**src/sv/aelex_pkg.sv**
```systemverilog
// Shared types and constants for the arithmetic expression lexer.
package aelex_pkg;

  localparam int unsigned CharW         = 8;
  localparam int unsigned TokValW       = 32;
  localparam int unsigned DefValueWidth = 32;

  // Token classes carried in token_type.
  typedef enum logic [2:0] {
    TOK_NUMBER  = 3'd0,
    TOK_ADD     = 3'd1,
    TOK_MUL     = 3'd2,
    TOK_MOD     = 3'd3,
    TOK_PAREN   = 3'd4,
    TOK_INVALID = 3'd5,
    TOK_END     = 3'd6
  } tok_type_e;

  // ASCII codes the lexer recognizes.
  localparam logic [CharW-1:0] ChPlus   = 8'h2B;
  localparam logic [CharW-1:0] ChMinus  = 8'h2D;
  localparam logic [CharW-1:0] ChSlash  = 8'h2F;
  localparam logic [CharW-1:0] ChStar   = 8'h2A;
  localparam logic [CharW-1:0] ChPct    = 8'h25;
  localparam logic [CharW-1:0] ChLParen = 8'h28;
  localparam logic [CharW-1:0] ChRParen = 8'h29;
  localparam logic [CharW-1:0] ChZero   = 8'h30;
  localparam logic [CharW-1:0] ChNine   = 8'h39;
  localparam logic [CharW-1:0] ChSpace  = 8'h20;
  localparam logic [CharW-1:0] ChTab    = 8'h09;
  localparam logic [CharW-1:0] ChLf     = 8'h0A;

  typedef struct packed {
    tok_type_e          ttype;
    logic [TokValW-1:0] value;
    logic               last_of_run;
    logic               input_end;
  } tok_t;

endpackage

```
**src/sv/aelex_if.sv**
```systemverilog
// Handshake interfaces for the character and token channels of the lexer.
interface aelex_char_if;
  import aelex_pkg::*;

  logic             valid;
  logic             ready;
  logic [CharW-1:0] char_code;
  logic             final_char;

  modport source (output valid, char_code, final_char, input ready);
  modport sink   (input valid, char_code, final_char, output ready);
endinterface

interface aelex_tok_if;
  import aelex_pkg::*;

  logic               valid;
  logic               ready;
  tok_type_e          token_type;
  logic [TokValW-1:0] token_value;
  logic               last_of_run;
  logic               input_end;

  modport source (output valid, token_type, token_value, last_of_run, input_end, input ready);
  modport sink   (input valid, token_type, token_value, last_of_run, input_end, output ready);
endinterface

```
**src/sv/arith_expression_lexer_core.sv**
```systemverilog
// A character waits in the input stage register, then its tokens go to the queue.
// Throughput: one character word per cycle while the queue has two slots free; a
//   character that yields two tokens puts them out singly on the single-token port.
// The token queue (4 entries) takes a new character only with two slots free.
// Reset (rst_ni low, asynchronous) clears the accumulator, the pending and error
//   flags, the input stage and the queue.
module arith_expression_lexer_core #(
  parameter int unsigned VALUE_WIDTH = aelex_pkg::DefValueWidth
) (
  input  logic       clk_i,
  input  logic       rst_ni,
  aelex_char_if.sink char_i,
  aelex_tok_if.source token_o
);
  import aelex_pkg::*;

  localparam int unsigned QDepth = 4;
  localparam int unsigned PtrW   = $clog2(QDepth);
  localparam int unsigned CntW   = $clog2(QDepth + 1);
  localparam int unsigned ProdW  = VALUE_WIDTH + 4;

  // Input stage: holds one character word until the queue can take its tokens.
  logic             s_valid_q, s_valid_d;
  logic [CharW-1:0] s_char_q;
  logic             s_fin_q;

  // Lexer state.
  logic [VALUE_WIDTH-1:0] acc_q, acc_d;
  logic                   pend_q, pend_d;
  logic                   halt_q, halt_d;

  // Token queue.
  tok_t            q_mem [QDepth];
  logic [PtrW-1:0] wr_ptr_q, rd_ptr_q;
  logic [CntW-1:0] q_cnt_q, q_cnt_d;

  logic in_fire, adv, pop;

  // Classification of the staged character.
  logic       is_digit, is_ws, is_op;
  tok_type_e  op_type;
  logic [ProdW-1:0]       prod;
  logic                   sat;
  logic [VALUE_WIDTH-1:0] acc_new;

  logic has_a, has_op, has_b, has_end;
  logic [1:0] tok_cnt;
  tok_t tok0, tok1;

  // Advance the stage only with room for two tokens, so no token is ever lost.
  assign adv          = (q_cnt_q <= CntW'(QDepth - 2));
  assign char_i.ready = !s_valid_q || adv;
  assign in_fire      = char_i.valid && char_i.ready;
  assign pop          = token_o.valid && token_o.ready;

  always_comb begin
    s_valid_d = s_valid_q;
    if (in_fire) begin
      s_valid_d = 1'b1;
    end else if (adv) begin
      s_valid_d = 1'b0;
    end
  end

  always_ff @(posedge clk_i or negedge rst_ni) begin
    if (!rst_ni) begin
      s_valid_q <= 1'b0;
    end else begin
      s_valid_q <= s_valid_d;
    end
  end

  always_ff @(posedge clk_i) begin
    if (in_fire) begin
      s_char_q <= char_i.char_code;
      s_fin_q  <= char_i.final_char;
    end
  end

  // Classify the character: digits, whitespace, operators; the rest is invalid.
  always_comb begin
    is_digit = (s_char_q >= ChZero) && (s_char_q <= ChNine);
    is_ws    = (s_char_q == ChSpace) || (s_char_q == ChTab) || (s_char_q == ChLf);
    is_op    = 1'b1;
    op_type  = TOK_INVALID;
    unique case (s_char_q)
      ChPlus, ChMinus:    op_type = TOK_ADD;
      ChSlash, ChStar:    op_type = TOK_MUL;
      ChPct:              op_type = TOK_MOD;
      ChLParen, ChRParen: op_type = TOK_PAREN;
      default: begin
        op_type = TOK_INVALID;
        is_op   = 1'b0;
      end
    endcase
  end

  // Accumulate acc * 10 + digit; any carry above the value width saturates.
  assign prod = ({4'b0, acc_q} << 3) + ({4'b0, acc_q} << 1)
              + ProdW'(s_char_q[3:0]);
  assign sat     = |prod[ProdW-1:VALUE_WIDTH];
  assign acc_new = sat ? '1 : prod[VALUE_WIDTH-1:0];

  // Token sequence per character: flushed number, then operator or invalid,
  // else a number flushed by the last character, else an end token.
  always_comb begin
    has_a   = !halt_q && !is_digit && pend_q;
    has_op  = !halt_q && !is_digit && !is_ws;
    has_b   = s_fin_q && !halt_q && is_digit;
    has_end = s_fin_q && !has_a && !has_op && !has_b;
    tok_cnt = 2'(has_a) + 2'(has_op) + 2'(has_b) + 2'(has_end);

    tok1.ttype       = is_op ? op_type : TOK_INVALID;
    tok1.value       = TokValW'(s_char_q);
    tok1.last_of_run = 1'b1;
    tok1.input_end   = s_fin_q;

    tok0.last_of_run = (tok_cnt == 2'd1);
    tok0.input_end   = s_fin_q && (tok_cnt == 2'd1);
    if (has_a) begin
      tok0.ttype = TOK_NUMBER;
      tok0.value = TokValW'(acc_q);
    end else if (has_op) begin
      tok0.ttype = tok1.ttype;
      tok0.value = tok1.value;
    end else if (has_b) begin
      tok0.ttype = TOK_NUMBER;
      tok0.value = TokValW'(acc_new);
    end else begin
      tok0.ttype = TOK_END;
      tok0.value = '0;
    end
  end

  // Next lexer state; the last character returns everything to reset values.
  always_comb begin
    acc_d  = acc_q;
    pend_d = pend_q;
    halt_d = halt_q;
    if (s_valid_q && adv) begin
      if (!halt_q) begin
        if (is_digit) begin
          acc_d  = acc_new;
          pend_d = 1'b1;
        end else begin
          acc_d  = '0;
          pend_d = 1'b0;
          if (!is_op && !is_ws) begin
            halt_d = 1'b1;
          end
        end
      end
      if (s_fin_q) begin
        acc_d  = '0;
        pend_d = 1'b0;
        halt_d = 1'b0;
      end
    end
  end

  always_ff @(posedge clk_i or negedge rst_ni) begin
    if (!rst_ni) begin
      acc_q  <= '0;
      pend_q <= 1'b0;
      halt_q <= 1'b0;
    end else begin
      acc_q  <= acc_d;
      pend_q <= pend_d;
      halt_q <= halt_d;
    end
  end

  // Queue bookkeeping: push up to two tokens, pop one.
  always_comb begin
    q_cnt_d = q_cnt_q;
    if (s_valid_q && adv) begin
      q_cnt_d = q_cnt_d + CntW'(tok_cnt);
    end
    if (pop) begin
      q_cnt_d = q_cnt_d - CntW'(1);
    end
  end

  always_ff @(posedge clk_i or negedge rst_ni) begin
    if (!rst_ni) begin
      wr_ptr_q <= '0;
      rd_ptr_q <= '0;
      q_cnt_q  <= '0;
    end else begin
      q_cnt_q <= q_cnt_d;
      if (s_valid_q && adv) begin
        wr_ptr_q <= wr_ptr_q + PtrW'(tok_cnt);
      end
      if (pop) begin
        rd_ptr_q <= rd_ptr_q + PtrW'(1);
      end
    end
  end

  always_ff @(posedge clk_i) begin
    if (s_valid_q && adv) begin
      q_mem[wr_ptr_q] <= tok0;
      if (tok_cnt == 2'd2) begin
        q_mem[wr_ptr_q + PtrW'(1)] <= tok1;
      end
    end
  end

  // Drive the head token word.
  assign token_o.valid       = (q_cnt_q != '0);
  assign token_o.token_type  = q_mem[rd_ptr_q].ttype;
  assign token_o.token_value = q_mem[rd_ptr_q].value;
  assign token_o.last_of_run = q_mem[rd_ptr_q].last_of_run;
  assign token_o.input_end   = q_mem[rd_ptr_q].input_end;

endmodule

```
**src/flat_wrapper.sv**
```systemverilog
// flat-port wrapper written by rule: the top's interface ports become plain ports
module arith_expression_lexer_core_flat import aelex_pkg::*;
#(
  parameter int unsigned VALUE_WIDTH = aelex_pkg::DefValueWidth
)
  (clk_i, rst_ni, char_i_valid, char_i_char_code, char_i_final_char, char_i_ready, token_o_valid, token_o_token_type, token_o_token_value, token_o_last_of_run, token_o_input_end, token_o_ready);
  aelex_char_if char_i_i ();
  aelex_tok_if token_o_i ();
  input  logic clk_i;
  input  logic rst_ni;
  input wire logic [$bits(char_i_i.valid)-1:0] char_i_valid;
  input wire logic [$bits(char_i_i.char_code)-1:0] char_i_char_code;
  input wire logic [$bits(char_i_i.final_char)-1:0] char_i_final_char;
  output wire logic [$bits(char_i_i.ready)-1:0] char_i_ready;
  output wire logic [$bits(token_o_i.valid)-1:0] token_o_valid;
  output wire logic [$bits(token_o_i.token_type)-1:0] token_o_token_type;
  output wire logic [$bits(token_o_i.token_value)-1:0] token_o_token_value;
  output wire logic [$bits(token_o_i.last_of_run)-1:0] token_o_last_of_run;
  output wire logic [$bits(token_o_i.input_end)-1:0] token_o_input_end;
  input wire logic [$bits(token_o_i.ready)-1:0] token_o_ready;
  assign char_i_i.valid = char_i_valid;
  assign char_i_i.char_code = char_i_char_code;
  assign char_i_i.final_char = char_i_final_char;
  assign char_i_ready = char_i_i.ready;
  assign token_o_valid = token_o_i.valid;
  assign token_o_token_type = token_o_i.token_type;
  assign token_o_token_value = token_o_i.token_value;
  assign token_o_last_of_run = token_o_i.last_of_run;
  assign token_o_input_end = token_o_i.input_end;
  assign token_o_i.ready = token_o_ready;
  arith_expression_lexer_core #(.VALUE_WIDTH(VALUE_WIDTH)) u_core (.clk_i(clk_i), .rst_ni(rst_ni), .char_i(char_i_i), .token_o(token_o_i));
endmodule
```
**config.mk**
```make
export PLATFORM = sky130hd
export DESIGN_NAME = arith_expression_lexer_core_flat
export DESIGN_NICKNAME = d
export VERILOG_FILES = /design/src/sv/aelex_pkg.sv /design/src/sv/aelex_if.sv /design/src/sv/arith_expression_lexer_core.sv /design/src/flat_wrapper.sv
export SDC_FILE = /design/constraint.sdc
export NUM_CORES = 1
export LEC_CHECK = 0
export BUFFER_PORTS_ARGS = -buffer_cell sky130_fd_sc_hd__buf_2
export CAP_MARGIN = 20
export CORE_MARGIN = 1
export CORE_UTILIZATION = 25
export DETAILED_ROUTE_END_ITERATION = 16
export SYNTH_ARGS = -nofsm -noshare
export SYNTH_HDL_FRONTEND = slang
export SYNTH_SLANG_ARGS = --single-unit
```
**constraint.sdc**
```tcl
create_clock -name clk_i -period 10.5 [get_ports clk_i]
set_input_delay 1.05 -clock clk_i [delete_from_list [all_inputs] [get_ports clk_i]]
set_output_delay 1.05 -clock clk_i [all_outputs]
set_load 0.05 [all_outputs]
```
Yosys cells after proc, flatten, opt, wreduce, memory -nomap -nowiden --
Memories as Yosys holds them, arrays and structs flattened. Cells that the tools add are included.
Word-level totals: bits of input ports 13, memories 1, memory bits (writable) 148, output and inout bits 39, logic and storage cells 95, register bits 51
Cells by class: order comparisons 3, reduce and logical (&&, ||, !) cells 33, add/subtract/negate cells 10, multiplexer cells 26, eq/ne operators 13
Memories:
- u_core.q_mem | words 4, bits a word 37, rd ports 1, clocked after memory_dff 0, wr ports 2, line arith_expression_lexer_core.sv:33 | tok_t q_mem [QDepth];
Operator list (number):
- $mux W32 | 4
- $mux W35 | 3
- $eq A8 B6 Y1 const B | 8
- $add A35 B33 Y36 | 1
- $add A36 B4 Y36 | 1
- $eq A8 B4 Y1 const B | 2
- $mux W1 | 15
- $logic_and A1 B1 Y1 | 14
- $pmux W3 S4 | 1
- $mux W3 | 3
- $ge A8 B6 Y1 const B | 1
- $le A8 B6 Y1 const B | 1
- $logic_not A1 Y1 | 8
- $reduce_or A7 Y1 | 1
- $reduce_or A2 Y1 | 3
- $add A2 B1 Y2 | 2
- $add A2 B1 Y2 const B | 2
- $reduce_or A4 Y1 | 1
- $add A3 B2 Y3 | 1
- $le A3 B2 Y1 const B | 1
- $logic_or A1 B1 Y1 | 3
- $reduce_bool A3 Y1 | 1
- $sub A3 B1 Y3 const B | 1
- $add A1 B1 Y2 | 1
- 6 further kinds | 6

Logic depth before layout (Yosys ltp) --
word-level depth 14, depth in mapped cells 18, mapped depth without buffers 16

Least setup slack after synthesis --
OpenSTA, ideal clock, no wires.
path type register -> register, from reg u_core.s_char_q[3], to mem u_core.q_mem[0][8] (netlist bit) (data pin), required time 10.236 ns, library setup time 0.264 ns, setup slack 6.812 ns, data arrival time 3.425 ns, buffers on the path 2, period minus slack after synthesis 3.688 ns, stages on the path, launching flop included 15, path through edfxtp_1 -> clkbuf_1 -> inv_1 -> fa_1 -> fa_1 -> nand2b_1 -> a21oi_1 -> o211ai_1 -> o21ba_2 -> o21a_1 -> o211ai_1 -> nand4_4 -> buf_6 -> nor2_1 -> o21ai_1
RTL lines:
- start, declared | line arith_expression_lexer_core.sv:24 | logic [CharW-1:0] s_char_q;
- start signal, assigned | line arith_expression_lexer_core.sv:75 | s_char_q <= char_i.char_code;
- end, declared | line arith_expression_lexer_core.sv:33

==> qor.txt <==
Power per cell area - 187.1 nW/um2
Design Power - 2.336 mW
CTS Hold Buffers Added - 0
Internal - 1.480 mW
Unrepaired setup endpoints after global routing - false
Crit path max-delay family - compound AO/OA/AOI/OAI gates
Most used flip-flop cell after synthesis - dfxtp_1
Via count - 9063
DR pass1 iterations - 5
Overall die width - 211.7 um
Post-Syn Area - 11000 um2
Gp weighted congestion - 0.9228
CP required - 10.67 ns
Worst Setup End Kind - flip-flop
Post-synthesis sequential area ratio - 43.32%
Port bufs - 51
DP Worst Slack - 5.952 ns
Slowest stage cell, crit path - a21oi_1
Drt first-iter violations - 781
Slew headroom - 34.23%
CTS tree - built
Asr flop ratio synth - 21.11%
Total CTS buffers - 17
Syn Inst Count - 1106
DP HPWL - 21780 um
Status - finished clean
YS warnings - 0
Postcts setup bufs - 0
Final wirelength - 31850 um
Clock power share - 29.0%
Gr ovfl total - 0
Crit-path max cell delay - 0.54 ns
Arrival time of the worst setup path - 4.78 ns
Reg power frac - 41.5%
DIE HEIGHT - 211.7 um
Maximum fanout along the worst path - 33
First-pass GRT wire length - 50070 um
Row cnt - 76
CTS clk-pin slew, worst paths - 0.08 ns
Initial Util - 25.42%
DR DRC count - 0
Routed WL per cell - 18.45 um
TNS Setup - 0 ns
Synth area leaders - dfxtp_1 18%, edfxtp_1 16%, dfrtp_1 9.6%
Clock latency at the later pin of the worst-skew pair - 0.45 ns
Pins over their slew limit - 0
CTS Sinks - 199
Antenna cell count - 0
Layout Skew - 0.01460 ns
Sequence of cells on the critical path - inv_1, fa_1, fa_1, nand2b_1, a21oi_1, o211ai_1, o21ba_2, o21a_1, o211ai_1, nand4_4, a21oi_1, o21ai_0
CP Class - flip-flop to flip-flop
I/O pin count - 52
Final worst setup slack - 5.892 ns
Count leader, synth - o21ai_1
Slew @ Worst Pin - 0.9856 ns
Final setup viols - 0
Hold crit path type - flip-flop to flip-flop
Resized Gates After CTS - 0
Gate power share - 29.5%
Yosys top cell by area - dfxtp_1
Syn nets - 1190
Synth top area share - 18.20%
Synth cell count leaders - 147 x o21ai_1, 128 x a22oi_1, 100 x dfxtp_1
Maximum clock path buffer count - 2
Switching share of total power - 36.64%
Core box area - 43270 um2
Antenna violations before repair - 1
H-tree levels - 4
Max-cap violations - 0
Vias in the first global route - 8927
Synth unique cells - 57
Pleak - 4.673 nW
Drt via density - 5.251
Share of cells above drive strength 1 - 13.67%
Pin count of the biggest net entering global routing - 43
Final Hold Viols - 0
Fin crit share - 43.89%
Worst hold margin - 0.4519 ns
Final ANT Viol Nets - 0
Psw - 856.1 uW
GRT Util Overall - 14.40%
Clock root buffer - clkbuf_16
Die ar. - 44840 um2
Worst path bufs/invs - 1
Total Nets Final - 1212
Worst Setup Start Kind - flip-flop
Fmax - 217.0 MHz
Post-synthesis register bit count - 199
Post-route insts no fill - 1726
Fin crit period - 4.608 ns
Max VDD drop - 0.1178 mV
EDFF count, synth - 57
Dpl cells - 1694
Syn-to-layout area delta - 13.54%
Synth Area per Inst - 9.944 um2
## path summary, 6_finish.rpt
| path | from | end | slack, ns | cells past startpoint |
|---|---|---|---|---|
| max | u_core.s_char_q[3] | u_core.q_mem[1][6] | 5.89 | 12 |
| min | u_core.q_mem[3][1] | u_core.q_mem[3][1] | 0.45 | 1 |
| max reg2reg | u_core.s_char_q[3] | u_core.q_mem[1][6] | 5.89 | 12 |
| min reg2reg | u_core.q_mem[3][1] | u_core.q_mem[3][1] | 0.45 | 1 |
| max in group asynchronous | rst_ni | u_core.rd_ptr_q[1] | 9.33 | 2 |
| min in group asynchronous | rst_ni | u_core.acc_q[15] | 0.71 | 2 |
## cells by family (layout without fill, tap and decap cells)
logic type      Yosys count  count (layout)  share of synthesized area [%]
buf+inv                  88             123                          3.276
flops                   199             199                          43.32
compound gates          427             427                          24.08
xor+xnor                 36              36                          2.867
mux                      41              41                          7.941
simple gates            244             244                          10.23
fa+ha+maj                71              71                          8.282
## final cells by class
type                    instances  area [um2]
well taps                     585       732.0
clock buffers                  25       561.8
inverters                      19       71.32
clock inverters                 7       50.05
multi-input cells             819        5897
repair buffers                 72       407.9
fillers                      4512       30780
flip-flops and latches        199        4767
## layout by cell type (no fill, tap or decap), drive strengths merged, types with 9 or more instances in the layout
cell type,count
ha,68
clkbuf,25
a21o,15
nand2,99
xnor2,25
nor3,10
a22oi,128
dfxtp,100
a21oi,39
buf,72
and2,10
inv,22
mux4,37
edfxtp,57
nor2,66
xor2,11
dfrtp,42
o211ai,9
o21ai,190
nor2b,10
## sequential cells by signal (all words and copies together) (netlist names)
signal            count
u_core.acc_q         32
u_core.q_mem        148
u_core.s_fin_q        1
u_core.pend_q         1
u_core.rd_ptr_q       2
u_core.wr_ptr_q       2
u_core.q_cnt_q        3
u_core.s_valid_q      1
u_core.s_char_q       8
u_core.halt_q         1
## per-layer routing
metal  wire length [um]  GRT usage, %
met5                 14             0
met4                406         3.348
met3               1737         2.566
met2              15610         24.76
met1              14080         18.64
## worst reg2reg max path: cells and delay by family (launching register included)
kind / cells / cell delay [ns]
AND/OR/NAND/NOR: 2 / 0.68
adder cells (fa/ha/maj): 2 / 0.97
AO/OA/AOI/OAI: 7 / 1.96
flip-flops: 1 / 0.52
buffers and inverters: 1 / 0.22
## power by group through the flow
stage,Combinational (mW),Clock [mW],Sequential (mW)
final,0.688,0.678,0.969
after global routing,0.739,0.720,0.982
after CTS,0.695,0.685,0.973
after detailed placement,0.694,0,0.989
after global placement,0.684,0,0.984
after floorplan,0.555,0,0.919
## per-stage QoR
stage          area (um2)  utilization [%]
3_3_place_gp        11850            27.39
6_report            12490            28.86
5_1_grt             12490            28.86
3_5_place_dp        11880            27.45
2_1_floorplan       11000                -
4_1_cts             12490            28.86
Note: power is estimated with default switching activity, not from simulation.
